`config.mk`:
```
export PLATFORM = sky130hd
export DESIGN_NAME = crc8_register_frame_codec_core_flat
export DESIGN_NICKNAME = d
export VERILOG_FILES = /design/src/hw/rtl/crc8rfc_pkg.sv /design/src/hw/rtl/crc8rfc_if.sv /design/src/hw/rtl/crc8_register_frame_codec_core.sv /design/src/flat_wrapper.sv
export VERILOG_INCLUDE_DIRS = /design/src /design/src/hw/rtl
export SDC_FILE = /design/constraint.sdc
export NUM_CORES = 1
export LEC_CHECK = 0
export BUFFER_PORTS_ARGS = -buffer_cell sky130_fd_sc_hd__buf_4
export CORE_UTILIZATION = 61
export CTS_CLUSTER_DIAMETER = 40
export DETAILED_ROUTE_END_ITERATION = 16
export GPL_ROUTABILITY_DRIVEN = 0
export GPL_TIMING_DRIVEN = 0
export PLACE_DENSITY = 0.89
export RECOVER_POWER = 50
export REMOVE_ABC_BUFFERS = 1
export SLEW_MARGIN = 20
export SYNTH_ARGS = -nofsm -noshare
export SYNTH_HDL_FRONTEND = slang
export SYNTH_SLANG_ARGS = --single-unit
```
`constraint.sdc`:
```
create_clock -name clock -period 10.95 [get_ports clock]
set_input_delay 1.6425 -clock clock [delete_from_list [all_inputs] [get_ports clock]]
set_output_delay 1.6425 -clock clock [all_outputs]
set_load 0.05 [all_outputs]
```
`src/hw/rtl/assert_macros.svh`:
```
// Assertion helpers included by the codec core RTL.
// Each macro takes a label, clock, reset, antecedent, consequent and message.
`ifndef ASSERT_MACROS_SVH
`define ASSERT_MACROS_SVH

// Consequent must hold in the same cycle as the antecedent.
`define ASSERT_SAME(label, clk, rst, ante, cons, msg) \
   label: assert property (@(posedge clk) disable iff (rst) (ante) |-> (cons)) \
      else $error(msg);

// Consequent must hold in the cycle after the antecedent.
`define ASSERT_NEXT(label, clk, rst, ante, cons, msg) \
   label: assert property (@(posedge clk) disable iff (rst) (ante) |=> (cons)) \
      else $error(msg);

`endif

```
`src/hw/rtl/crc8rfc_pkg.sv`:
```
// ----------------------------------------------------------------------------
// CRC-8 register frame codec package
// Opcodes, result kinds, frame constants and the byte-wide CRC-8 update.
// ----------------------------------------------------------------------------
`default_nettype none

package crc8rfc_pkg;

   localparam logic [7:0] CRC_POLY = 8'h07;
   localparam logic [7:0] CRC_INIT = 8'h00;

   // Reply frame: address echo, four value bytes, CRC byte
   localparam int unsigned REPLY_LEN = 6;
   localparam logic [2:0] REPLY_LAST_IDX = 3'(REPLY_LEN - 1);

   // Data bytes ahead of the CRC in a write and a read request
   localparam logic [2:0] WRITE_DATA_BYTES = 3'd5;
   localparam logic [2:0] READ_DATA_BYTES  = 3'd1;

   localparam logic [1:0] OP_WRITE = 2'd0;
   localparam logic [1:0] OP_READ  = 2'd1;
   localparam logic [1:0] OP_REPLY = 2'd2;

   localparam logic KIND_TX     = 1'b0;
   localparam logic KIND_DECODE = 1'b1;

   // One byte through the CRC, MSB first
   function automatic logic [7:0] crc8_update(input logic [7:0] crc,
                                              input logic [7:0] data);
      logic [7:0] c;
      c = crc ^ data;
      for (int k = 0; k < 8; k++) begin
         c = c[7] ? ((c << 1) ^ CRC_POLY) : (c << 1);
      end
      return c;
   endfunction

endpackage

`default_nettype wire

```
`src/hw/rtl/crc8rfc_if.sv`:
```
// ----------------------------------------------------------------------------
// CRC-8 register frame codec channels
// Valid/ready request and response channels with their payloads.
// ----------------------------------------------------------------------------
`default_nettype none

interface crc8rfc_req_if;
   logic        valid;
   logic        ready;
   logic [1:0]  opcode;
   logic [7:0]  reg_address;
   logic [31:0] write_value;
   logic [7:0]  rx_byte;

   modport source (output valid, opcode, reg_address, write_value, rx_byte,
                   input ready);
   modport sink   (input valid, opcode, reg_address, write_value, rx_byte,
                   output ready);
endinterface

interface crc8rfc_rsp_if;
   logic        valid;
   logic        ready;
   logic        result_kind;
   logic [7:0]  tx_byte;
   logic        frame_last;
   logic [31:0] read_value;
   logic        crc_ok;

   modport source (output valid, result_kind, tx_byte, frame_last, read_value, crc_ok,
                   input ready);
   modport sink   (input valid, result_kind, tx_byte, frame_last, read_value, crc_ok,
                   output ready);
endinterface

`default_nettype wire

```
`src/hw/rtl/crc8_register_frame_codec_core.sv`:
```
// A request is first loaded into the pending frame registers; its first result then
// moves into the response register once that register is empty or being read.
// One result per cycle leaves the single response register while the response side is
// ready; a write request yields 6 results, a read request 2, and only a reply's closing byte 1.
// Reset (synchronous, active high) empties the frame and response registers and
// clears the reply byte count, CRC and value to zero.
// ----------------------------------------------------------------------------
// CRC-8 register frame codec core
// Serialises write and read request frames and decodes six-byte replies.
// The running CRC of an outgoing frame advances one byte per emitted data byte.
// ----------------------------------------------------------------------------
`default_nettype none

`include "assert_macros.svh"

module crc8_register_frame_codec_core
   import crc8rfc_pkg::*;
(
   input  wire logic     clock,
   input  wire logic     reset,
   crc8rfc_req_if.sink   req_port,
   crc8rfc_rsp_if.source rsp_port
);

   // Reply receive state
   logic [2:0]  reply_count_ff, reply_count_in;
   logic [7:0]  reply_crc_ff,   reply_crc_in;
   logic [31:0] reply_value_ff, reply_value_in;

   // Pending transaction being serialised into results
   logic        pend_ff,        pend_in;
   logic        pend_decode_ff, pend_decode_in;
   logic [39:0] shift_ff,       shift_in;
   logic [2:0]  left_ff,        left_in;
   logic [7:0]  crc_ff,         crc_in;
   logic [31:0] dec_value_ff,   dec_value_in;
   logic        dec_ok_ff,      dec_ok_in;

   // Response register
   logic        out_valid_ff,   out_valid_in;
   logic        out_kind_ff,    out_kind_in;
   logic [7:0]  out_tx_ff,      out_tx_in;
   logic        out_last_ff,    out_last_in;
   logic [31:0] out_value_ff,   out_value_in;
   logic        out_ok_ff,      out_ok_in;

   logic accept;
   logic emit;
   logic pend_last;
   logic reply_done;

   assign emit       = pend_ff && (!out_valid_ff || rsp_port.ready);
   assign pend_last  = pend_decode_ff || (left_ff == 3'd0);
   assign req_port.ready = !pend_ff || (emit && pend_last);
   assign accept     = req_port.valid && req_port.ready;
   assign reply_done = (reply_count_ff >= REPLY_LAST_IDX);

   always_comb begin
      reply_count_in = reply_count_ff;
      reply_crc_in   = reply_crc_ff;
      reply_value_in = reply_value_ff;
      if (accept && req_port.opcode == OP_REPLY) begin
         if (reply_done) begin
            reply_count_in = 3'd0;
            reply_crc_in   = CRC_INIT;
            reply_value_in = '0;
         end else begin
            reply_crc_in   = crc8_update(reply_crc_ff, req_port.rx_byte);
            // the address echo is covered by the CRC but not the value
            if (reply_count_ff != 3'd0) begin
               reply_value_in = {reply_value_ff[23:0], req_port.rx_byte};
            end
            reply_count_in = reply_count_ff + 3'd1;
         end
      end
   end

   always_comb begin
      pend_in        = pend_ff;
      pend_decode_in = pend_decode_ff;
      shift_in       = shift_ff;
      left_in        = left_ff;
      crc_in         = crc_ff;
      dec_value_in   = dec_value_ff;
      dec_ok_in      = dec_ok_ff;

      out_valid_in   = out_valid_ff && !rsp_port.ready;
      out_kind_in    = out_kind_ff;
      out_tx_in      = out_tx_ff;
      out_last_in    = out_last_ff;
      out_value_in   = out_value_ff;
      out_ok_in      = out_ok_ff;

      // advance the pending transaction by one result
      if (emit) begin
         out_valid_in = 1'b1;
         if (pend_decode_ff) begin
            out_kind_in  = KIND_DECODE;
            out_tx_in    = '0;
            out_last_in  = 1'b0;
            out_value_in = dec_value_ff;
            out_ok_in    = dec_ok_ff;
         end else if (left_ff != 3'd0) begin
            out_kind_in  = KIND_TX;
            out_tx_in    = shift_ff[39:32];
            out_last_in  = 1'b0;
            out_value_in = '0;
            out_ok_in    = 1'b0;
            crc_in       = crc8_update(crc_ff, shift_ff[39:32]);
            shift_in     = {shift_ff[31:0], 8'h00};
            left_in      = left_ff - 3'd1;
         end else begin
            out_kind_in  = KIND_TX;
            out_tx_in    = crc_ff;
            out_last_in  = 1'b1;
            out_value_in = '0;
            out_ok_in    = 1'b0;
         end
         if (pend_last) begin
            pend_in = 1'b0;
         end
      end

      if (accept) begin
         case (req_port.opcode)
            OP_WRITE: begin
               pend_in        = 1'b1;
               pend_decode_in = 1'b0;
               shift_in       = {req_port.reg_address, req_port.write_value};
               left_in        = WRITE_DATA_BYTES;
               crc_in         = CRC_INIT;
            end
            OP_READ: begin
               pend_in        = 1'b1;
               pend_decode_in = 1'b0;
               shift_in       = {req_port.reg_address, 32'h0};
               left_in        = READ_DATA_BYTES;
               crc_in         = CRC_INIT;
            end
            OP_REPLY: begin
               // only the closing byte of a reply yields a result
               if (reply_done) begin
                  pend_in        = 1'b1;
                  pend_decode_in = 1'b1;
                  dec_value_in   = reply_value_ff;
                  dec_ok_in      = (req_port.rx_byte == reply_crc_ff);
               end
            end
            default: begin
               // unused opcode: drop the transaction
            end
         endcase
      end
   end

   always_ff @(posedge clock) begin
      if (reset) begin
         reply_count_ff <= 3'd0;
         reply_crc_ff   <= CRC_INIT;
         reply_value_ff <= '0;
         pend_ff        <= 1'b0;
         out_valid_ff   <= 1'b0;
      end else begin
         reply_count_ff <= reply_count_in;
         reply_crc_ff   <= reply_crc_in;
         reply_value_ff <= reply_value_in;
         pend_ff        <= pend_in;
         out_valid_ff   <= out_valid_in;
      end
   end

   always_ff @(posedge clock) begin
      pend_decode_ff <= pend_decode_in;
      shift_ff       <= shift_in;
      left_ff        <= left_in;
      crc_ff         <= crc_in;
      dec_value_ff   <= dec_value_in;
      dec_ok_ff      <= dec_ok_in;
      out_kind_ff    <= out_kind_in;
      out_tx_ff      <= out_tx_in;
      out_last_ff    <= out_last_in;
      out_value_ff   <= out_value_in;
      out_ok_ff      <= out_ok_in;
   end

   assign rsp_port.valid       = out_valid_ff;
   assign rsp_port.result_kind = out_kind_ff;
   assign rsp_port.tx_byte     = out_tx_ff;
   assign rsp_port.frame_last  = out_last_ff;
   assign rsp_port.read_value  = out_value_ff;
   assign rsp_port.crc_ok      = out_ok_ff;

   `ASSERT_SAME(a_reply_count_range, clock, reset, 1'b1,
                reply_count_ff <= REPLY_LAST_IDX, "reply count past frame end")
   `ASSERT_SAME(a_accept_only_on_last, clock, reset, accept && pend_ff,
                emit && pend_last, "request taken while frame still pending")
   `ASSERT_NEXT(a_write_loads_frame, clock, reset, accept && req_port.opcode == OP_WRITE,
                pend_ff && !pend_decode_ff && left_ff == WRITE_DATA_BYTES,
                "write request not loaded")
   `ASSERT_SAME(a_decode_fields_clear, clock, reset,
                out_valid_ff && out_kind_ff == KIND_DECODE,
                out_tx_ff == 8'h00 && !out_last_ff, "decode result carries frame byte fields")

endmodule

`default_nettype wire

```
`src/flat_wrapper.sv`:
```
// flat-port wrapper written by rule: the top's interface ports become plain ports
module crc8_register_frame_codec_core_flat import crc8rfc_pkg::*;
  (clock, reset, req_port_valid, req_port_opcode, req_port_reg_address, req_port_write_value, req_port_rx_byte, req_port_ready, rsp_port_valid, rsp_port_result_kind, rsp_port_tx_byte, rsp_port_frame_last, rsp_port_read_value, rsp_port_crc_ok, rsp_port_ready);
  crc8rfc_req_if req_port_i ();
  crc8rfc_rsp_if rsp_port_i ();
  input  wire logic clock;
  input  wire logic reset;
  input wire logic [$bits(req_port_i.valid)-1:0] req_port_valid;
  input wire logic [$bits(req_port_i.opcode)-1:0] req_port_opcode;
  input wire logic [$bits(req_port_i.reg_address)-1:0] req_port_reg_address;
  input wire logic [$bits(req_port_i.write_value)-1:0] req_port_write_value;
  input wire logic [$bits(req_port_i.rx_byte)-1:0] req_port_rx_byte;
  output wire logic [$bits(req_port_i.ready)-1:0] req_port_ready;
  output wire logic [$bits(rsp_port_i.valid)-1:0] rsp_port_valid;
  output wire logic [$bits(rsp_port_i.result_kind)-1:0] rsp_port_result_kind;
  output wire logic [$bits(rsp_port_i.tx_byte)-1:0] rsp_port_tx_byte;
  output wire logic [$bits(rsp_port_i.frame_last)-1:0] rsp_port_frame_last;
  output wire logic [$bits(rsp_port_i.read_value)-1:0] rsp_port_read_value;
  output wire logic [$bits(rsp_port_i.crc_ok)-1:0] rsp_port_crc_ok;
  input wire logic [$bits(rsp_port_i.ready)-1:0] rsp_port_ready;
  assign req_port_i.valid = req_port_valid;
  assign req_port_i.opcode = req_port_opcode;
  assign req_port_i.reg_address = req_port_reg_address;
  assign req_port_i.write_value = req_port_write_value;
  assign req_port_i.rx_byte = req_port_rx_byte;
  assign req_port_ready = req_port_i.ready;
  assign rsp_port_valid = rsp_port_i.valid;
  assign rsp_port_result_kind = rsp_port_i.result_kind;
  assign rsp_port_tx_byte = rsp_port_i.tx_byte;
  assign rsp_port_frame_last = rsp_port_i.frame_last;
  assign rsp_port_read_value = rsp_port_i.read_value;
  assign rsp_port_crc_ok = rsp_port_i.crc_ok;
  assign rsp_port_i.ready = rsp_port_ready;
  crc8_register_frame_codec_core u_core (.clock(clock), .reset(reset), .req_port(req_port_i), .rsp_port(rsp_port_i));
endmodule
```
# Yosys cells after proc, flatten, opt, wreduce, memory -nomap -nowiden
# Cells that the tools add are included.
# word_totals
regBits	173
inputBits	54
out_inout_bits	45
wordCells	108
# classes
add_sub_neg	2
magnitude_cmp	1
n_eq_ne	4
mux	46
bitwise_logic	18
reduce_logical	21
# op_table
operator	count
40-bit two-way mux	4
40-bit case mux with 2 select lines	1
32-bit two-way mux	2
3-bit two-way mux	21
8-bit two-way mux	7
3-bit inverter	16
8-bit XOR	2
8-bit == test	1
1-bit two-way mux	8
3-bit case mux with 2 select lines	1
3-bit AND reduction	2
3-bit nonzero test	2
1-bit logical AND	5
1-bit case mux with 2 select lines	2
2-bit nonzero test	2
3-bit by 1-bit adder with 3-bit output (second input constant)	1
3-bit greater-or-equal comparator (second input constant)	1
1-bit zero test	3
3-bit zero test	1
1-bit logical OR	3
3-bit by 1-bit subtractor with 3-bit output (second input constant)	1
2-bit by 1-bit == test with 1-bit output (second input constant)	1
2-bit == test (second input constant)	1
2-bit zero test	1
other kinds (3)	3

# Depth between registers and ports, before layout
# logic_depth
word_depth	22
mapped_depth	8
depth_no_buf	7

# Worst setup path after synthesis
# OpenSTA, ideal clock, no wires.
# synth_path
kind	input to register
start	in rsp_port_ready
end	reg u_core.crc_ff[0]
setup_ns	0.070
t_arrival_ns	4.812
required_ns	10.880
setup_slack_ns	6.069
stages	5
n_path_buf	0
cell_sequence	nor2b_1 nor2_1 nand3_1 or3_1 a21oi_1
# synth_between
elab_chain_cells	6
word_cells_on_any_way	8
cone_classes	3 x mux; 5 x reduce/logical
# synth_rtl
element	line_no	text
from (decl)	flat_wrapper.sv:20	input wire logic [$bits(rsp_port_i.ready)-1:0] rsp_port_ready;
1-bit logical OR *	crc8_register_frame_codec_core.sv:52	assign emit = pend_ff && (!out_valid_ff || rsp_port.ready);
1-bit logical AND *	crc8_register_frame_codec_core.sv:52	
net u_core.emit	crc8_register_frame_codec_core.sv:48	logic emit;
1-bit logical AND	crc8_register_frame_codec_core.sv:54	assign req_port.ready = !pend_ff || (emit && pend_last);
1-bit logical OR	crc8_register_frame_codec_core.sv:54	
1-bit logical AND	crc8_register_frame_codec_core.sv:55	assign accept = req_port.valid && req_port.ready;
8-bit two-way mux *	crc8_register_frame_codec_core.sv:124	if (accept) begin
net u_core.crc_in[0]	crc8_register_frame_codec_core.sv:35	logic [7:0] crc_ff, crc_in;
to (signal assigned)	crc8_register_frame_codec_core.sv:176	crc_ff <= crc_in;
to (decl)	crc8_register_frame_codec_core.sv:35	
# Mark *: on every way through the listed nets, which the timed path passes. The rest lies on a longest branch.
# A chain may end at the register's enable or synchronous reset.

# Worst setup path after layout
# layout_path
start	in rsp_port_ready
end	reg u_core.crc_ff[4]
# Same word-level chain as after synthesis.

==> flow_summary_export.csv <==
group,metric,value,unit
placement,hpwl,9800,um
grt,antenna_found_initial,0,
detailed_routing,final_antenna_net_count,0,
logic_synthesis,syn_area,0.00707,sq mm
worst_setup_path,reg2reg_depth,9,
min_path,hold_class,"flop to flop",
detailed_routing,wl_met2,8710,um
logic_synthesis,ys_ff_latch,173,
layout,drive_gt1_share,16.8,%
detailed_routing,route.detailed.drc,0,
worst_setup_path,crit_family,"simple AND/OR/NAND/NOR gates",
sta,whs,0.436,ns
layout,utilization,76.7,%
sta,rsz0062_at_grt,"false",
logic_synthesis,synth_top_area_share,32.7,%
clocking,clock_tree.root_cell,"clkbuf_16",
worst_setup_path,critPathKind,"input port to flop",
clocking,cts_buffer_depth,2,
worst_setup_path,worstPathMaxFanout,22,
worst_setup_path,cp.depth,6,
die,die_h,110,um
grt,overflow,0,
layout,num_antenna_cells,0,
sta,hold_viol_final,0,
worst_setup_path,crit_path_end_kind,"flop",
die,die_w,110,um
sta,period_minus_slack,4.95,ns
power,leakagePower,0.00306,uW
run_status,run_status,"complete, but fails checks",
logic_synthesis,yosysSeqAreaShare,59.9,%
worst_setup_path,start_kind,"input port",
sta,worst_pin_slew,1.95,ns
die,die_area,0.0120,sq mm
flow_run,drv_cap,1,
layout,area_delta_synth_final,20.1,%
die,core_area,0.0111,sq mm
worst_setup_path,slowest_stage,"nor2_1",
sta,setup_viol,0,
clocking,post-cts-setup-buffers,0,
power,irDropWorstVdd,0.162,mV
worst_setup_path,cp_cell_sequence,"clkbuf_4 -> nor2b_1 -> nor2_1 -> nand3_1 -> or3_1 -> a21oi_1",
sta,final.setup_skew,0.00995,ns
sta,max_slew_margin,-30.6,%
detailed_routing,num_vias,5345,
worst_setup_path,critPathBufInv,1,
clocking,worstSkewPairLatency,0.44,ns
logic_synthesis,yosysUniqueCellTypes,38,
grt,grt_pass1_wl,26200,um
grt,track_usage,29.9,%
placement,port_buffers,98,
detailed_routing,drt-pass1-iter-count,5,
min_path,whs_path_depth,0,
logic_synthesis,postSynthAreaPerCell,11.1,sq um
die,ios,99,
detailed_routing,first_iter_violations,550,
detailed_routing,wl_met1,6440,um
logic_synthesis,syn_inst,640,
clocking,htreeDepth,4,
layout,final_nets,795,
layout,fill_cells,638,
clocking,hold_buffers,0,
clocking,numCtsBuffers,17,
clocking,tritoncts,"built",
logic_synthesis,synthTopCellsByArea,"edfxtp_1 33%, dfxtp_1 27%, mux2i_1 5.0%",
grt,grt_pass1_vias,5251,
sta,setup_tns,0,ns
grt,grt_max_degree,46,
clocking,clkSinkCount,173,
clocking,clkSlewWorstSetupHoldPaths,0.06,ns
sta,max_freq,0.202,GHz
power,p_per_area,191,mW/mm^2
die,initial_core_util,63.8,%
clocking,post_cts_resized,0,
sta,slew_violations,23,
sta,period_share,45.2,%
detailed_routing,wl_met3,1160,um
worst_setup_path,required,11.30,ns
logic_synthesis,synth_warnings,0,
detailed_routing,route.top_layer_used,"met4",
worst_setup_path,slowest_delay,1.47,ns
detailed_routing,wire_per_inst,19.3,um
detailed_routing,viasPerCell,6.03,
logic_synthesis,synth_top_cell_by_area,"edfxtp_1",
detailed_routing,wirelength,17100,um
worst_setup_path,cp.arrival,5.30,ns
die,row_count,38,
run_status,violations,"max-capacitance violations, max-slew violations",
==> where the power goes <==
part / total (uW) / internal (uW) / switching, uW / leakage (uW)
Clock: 603 / 339 / 264 / 0.000283
Combinational: 261 / 112 / 149 / 0.00124
Sequential: 756 / 717 / 38.2 / 0.00154
Total: 1620 / 1170 / 451 / 0.00306
==> logic make-up (layout without fill, tap and decap cells) <==
family                     count (synthesis)  count (layout)  synth area share, %
AOI/OAI and AO/OA                        117             117                 9.04
xor gates and xnor gates                  42              42                 5.94
adders and majority gates                  8               8                 1.42
buffers and inverters                     51             157                 2.95
DFF                                      173             173                 59.9
muxes                                     35              35                 4.95
and+or+nand+nor                          214             214                 15.8
==> cells in the final DEF, fill, tap and decap left out, drive strengths merged, types with 2 or more instances in the layout <==
master    Yosys  routed
clkbuf       32      46
or3           5       5
inv          10      17
a22oi         2       2
nand2b        3       3
nand3b       33      33
or4           4       4
clkinvlp      0       2
nand2        73      73
xor2         15      15
dfxtp        96      96
a211oi        6       6
xor3          2       2
and2         34      34
nand3        42      42
nor2b         3       3
ha            8       8
mux2i        35      35
nor2         14      14
a21oi        52      52
clkinv        0       4
o21ai        48      48
xnor2        25      25
bufinv        0       2
a31oi         4       4
edfxtp       77      77
buf           9      86
==> cell usage after synthesis (all sizes together) <==
library cell,instances
a21oi,52
a21o,1
a31oi,4
nand2,73
edfxtp,77
nand3b,33
and3,1
nor3,1
o31a,1
or4,4
nor2,14
nand3,42
a22oi,2
o21ai,48
nor4,1
xnor2,25
dfxtp,96
clkbuf,32
or3,5
buf,9
o211a,1
mux2i,35
o211ai,1
ha,8
o31ai,1
xor2,15
nor2b,3
xor3,2
a211oi,6
inv,10
and2,34
nand2b,3
==> worst reg2reg max path: stages (launching register included) <==
cell,delay (ns)
edfxtp_1,0.63
clkbuf_1,0.61
clkbuf_1,0.62
inv_1,0.20
a21o_1,0.26
a211oi_1,1.11
buf_8,0.27
buf_6,0.22
nand3b_1,0.10
o21ai_0,0.12
==> area by class of cell <==
cell class                      count  area (sq um)  area share (%)
Clock buffer                       17           425            5.01
Clock inverter                     15           159            1.87
Inverter                           10          37.5           0.442
Multi-Input combinational cell    416          2650            31.2
Sequential cell                   173          4230            49.8
Tap cell                          140           175            2.06
Timing Repair Buffer              115           816            9.60
==> registers in the layout (all words and copies together) (netlist names) <==
name and flops:
u_core.shift_ff 40, u_core.dec_value_ff 32, u_core.reply_value_ff 32, u_core.rsp_port.read_value 32, u_core.crc_ff 8, u_core.reply_crc_ff 8, u_core.rsp_port.tx_byte 8, u_core.left_ff 3
u_core.reply_count_ff 3, u_core.dec_ok_ff 1, u_core.pend_decode_ff 1, u_core.pend_ff 1, u_core.rsp_port.crc_ok 1, u_core.rsp_port.frame_last 1, u_core.rsp_port.result_kind 1, u_core.rsp_port.valid 1
==> final timing paths <==
| kind | end | slack, ns | start |
|---|---|---|---|
| worst max register to register | u_core.shift_ff[12] | 6.71 | u_core.pend_decode_ff |
| worst min register to register | u_core.dec_value_ff[27] | 0.44 | u_core.reply_value_ff[27] |
| worst min-delay path | u_core.dec_value_ff[27] | 0.44 | u_core.reply_value_ff[27] |
| worst max-delay path | u_core.crc_ff[4] | 6.00 | rsp_port_ready |
==> metrics by stage <==
stage          total power [uW]  instance area [sq um]  setup WS (ns)  cells
2_1_floorplan               939                   6900           5.73    599
3_3_place_gp                991                   7810           3.50    837
3_5_place_dp               1020                   8070           6.49    854
4_1_cts                    1620                   8650           6.46    886
5_1_grt                    1670                   8500           5.80    886
6_report                   1620                   8500           6.00    886
==> layer usage <==
| layer | vias up | global-route usage, % |
|---|---|---|
| li1 | 2426 | - |
| met1 | 2563 | 34.2 |
| met2 | 285 | 50.9 |
| met3 | 71 | 7.59 |
| met4 | 0 | 17.0 |
| met5 | - | 0 |
Note: power is estimated with default switching activity, not from simulation.
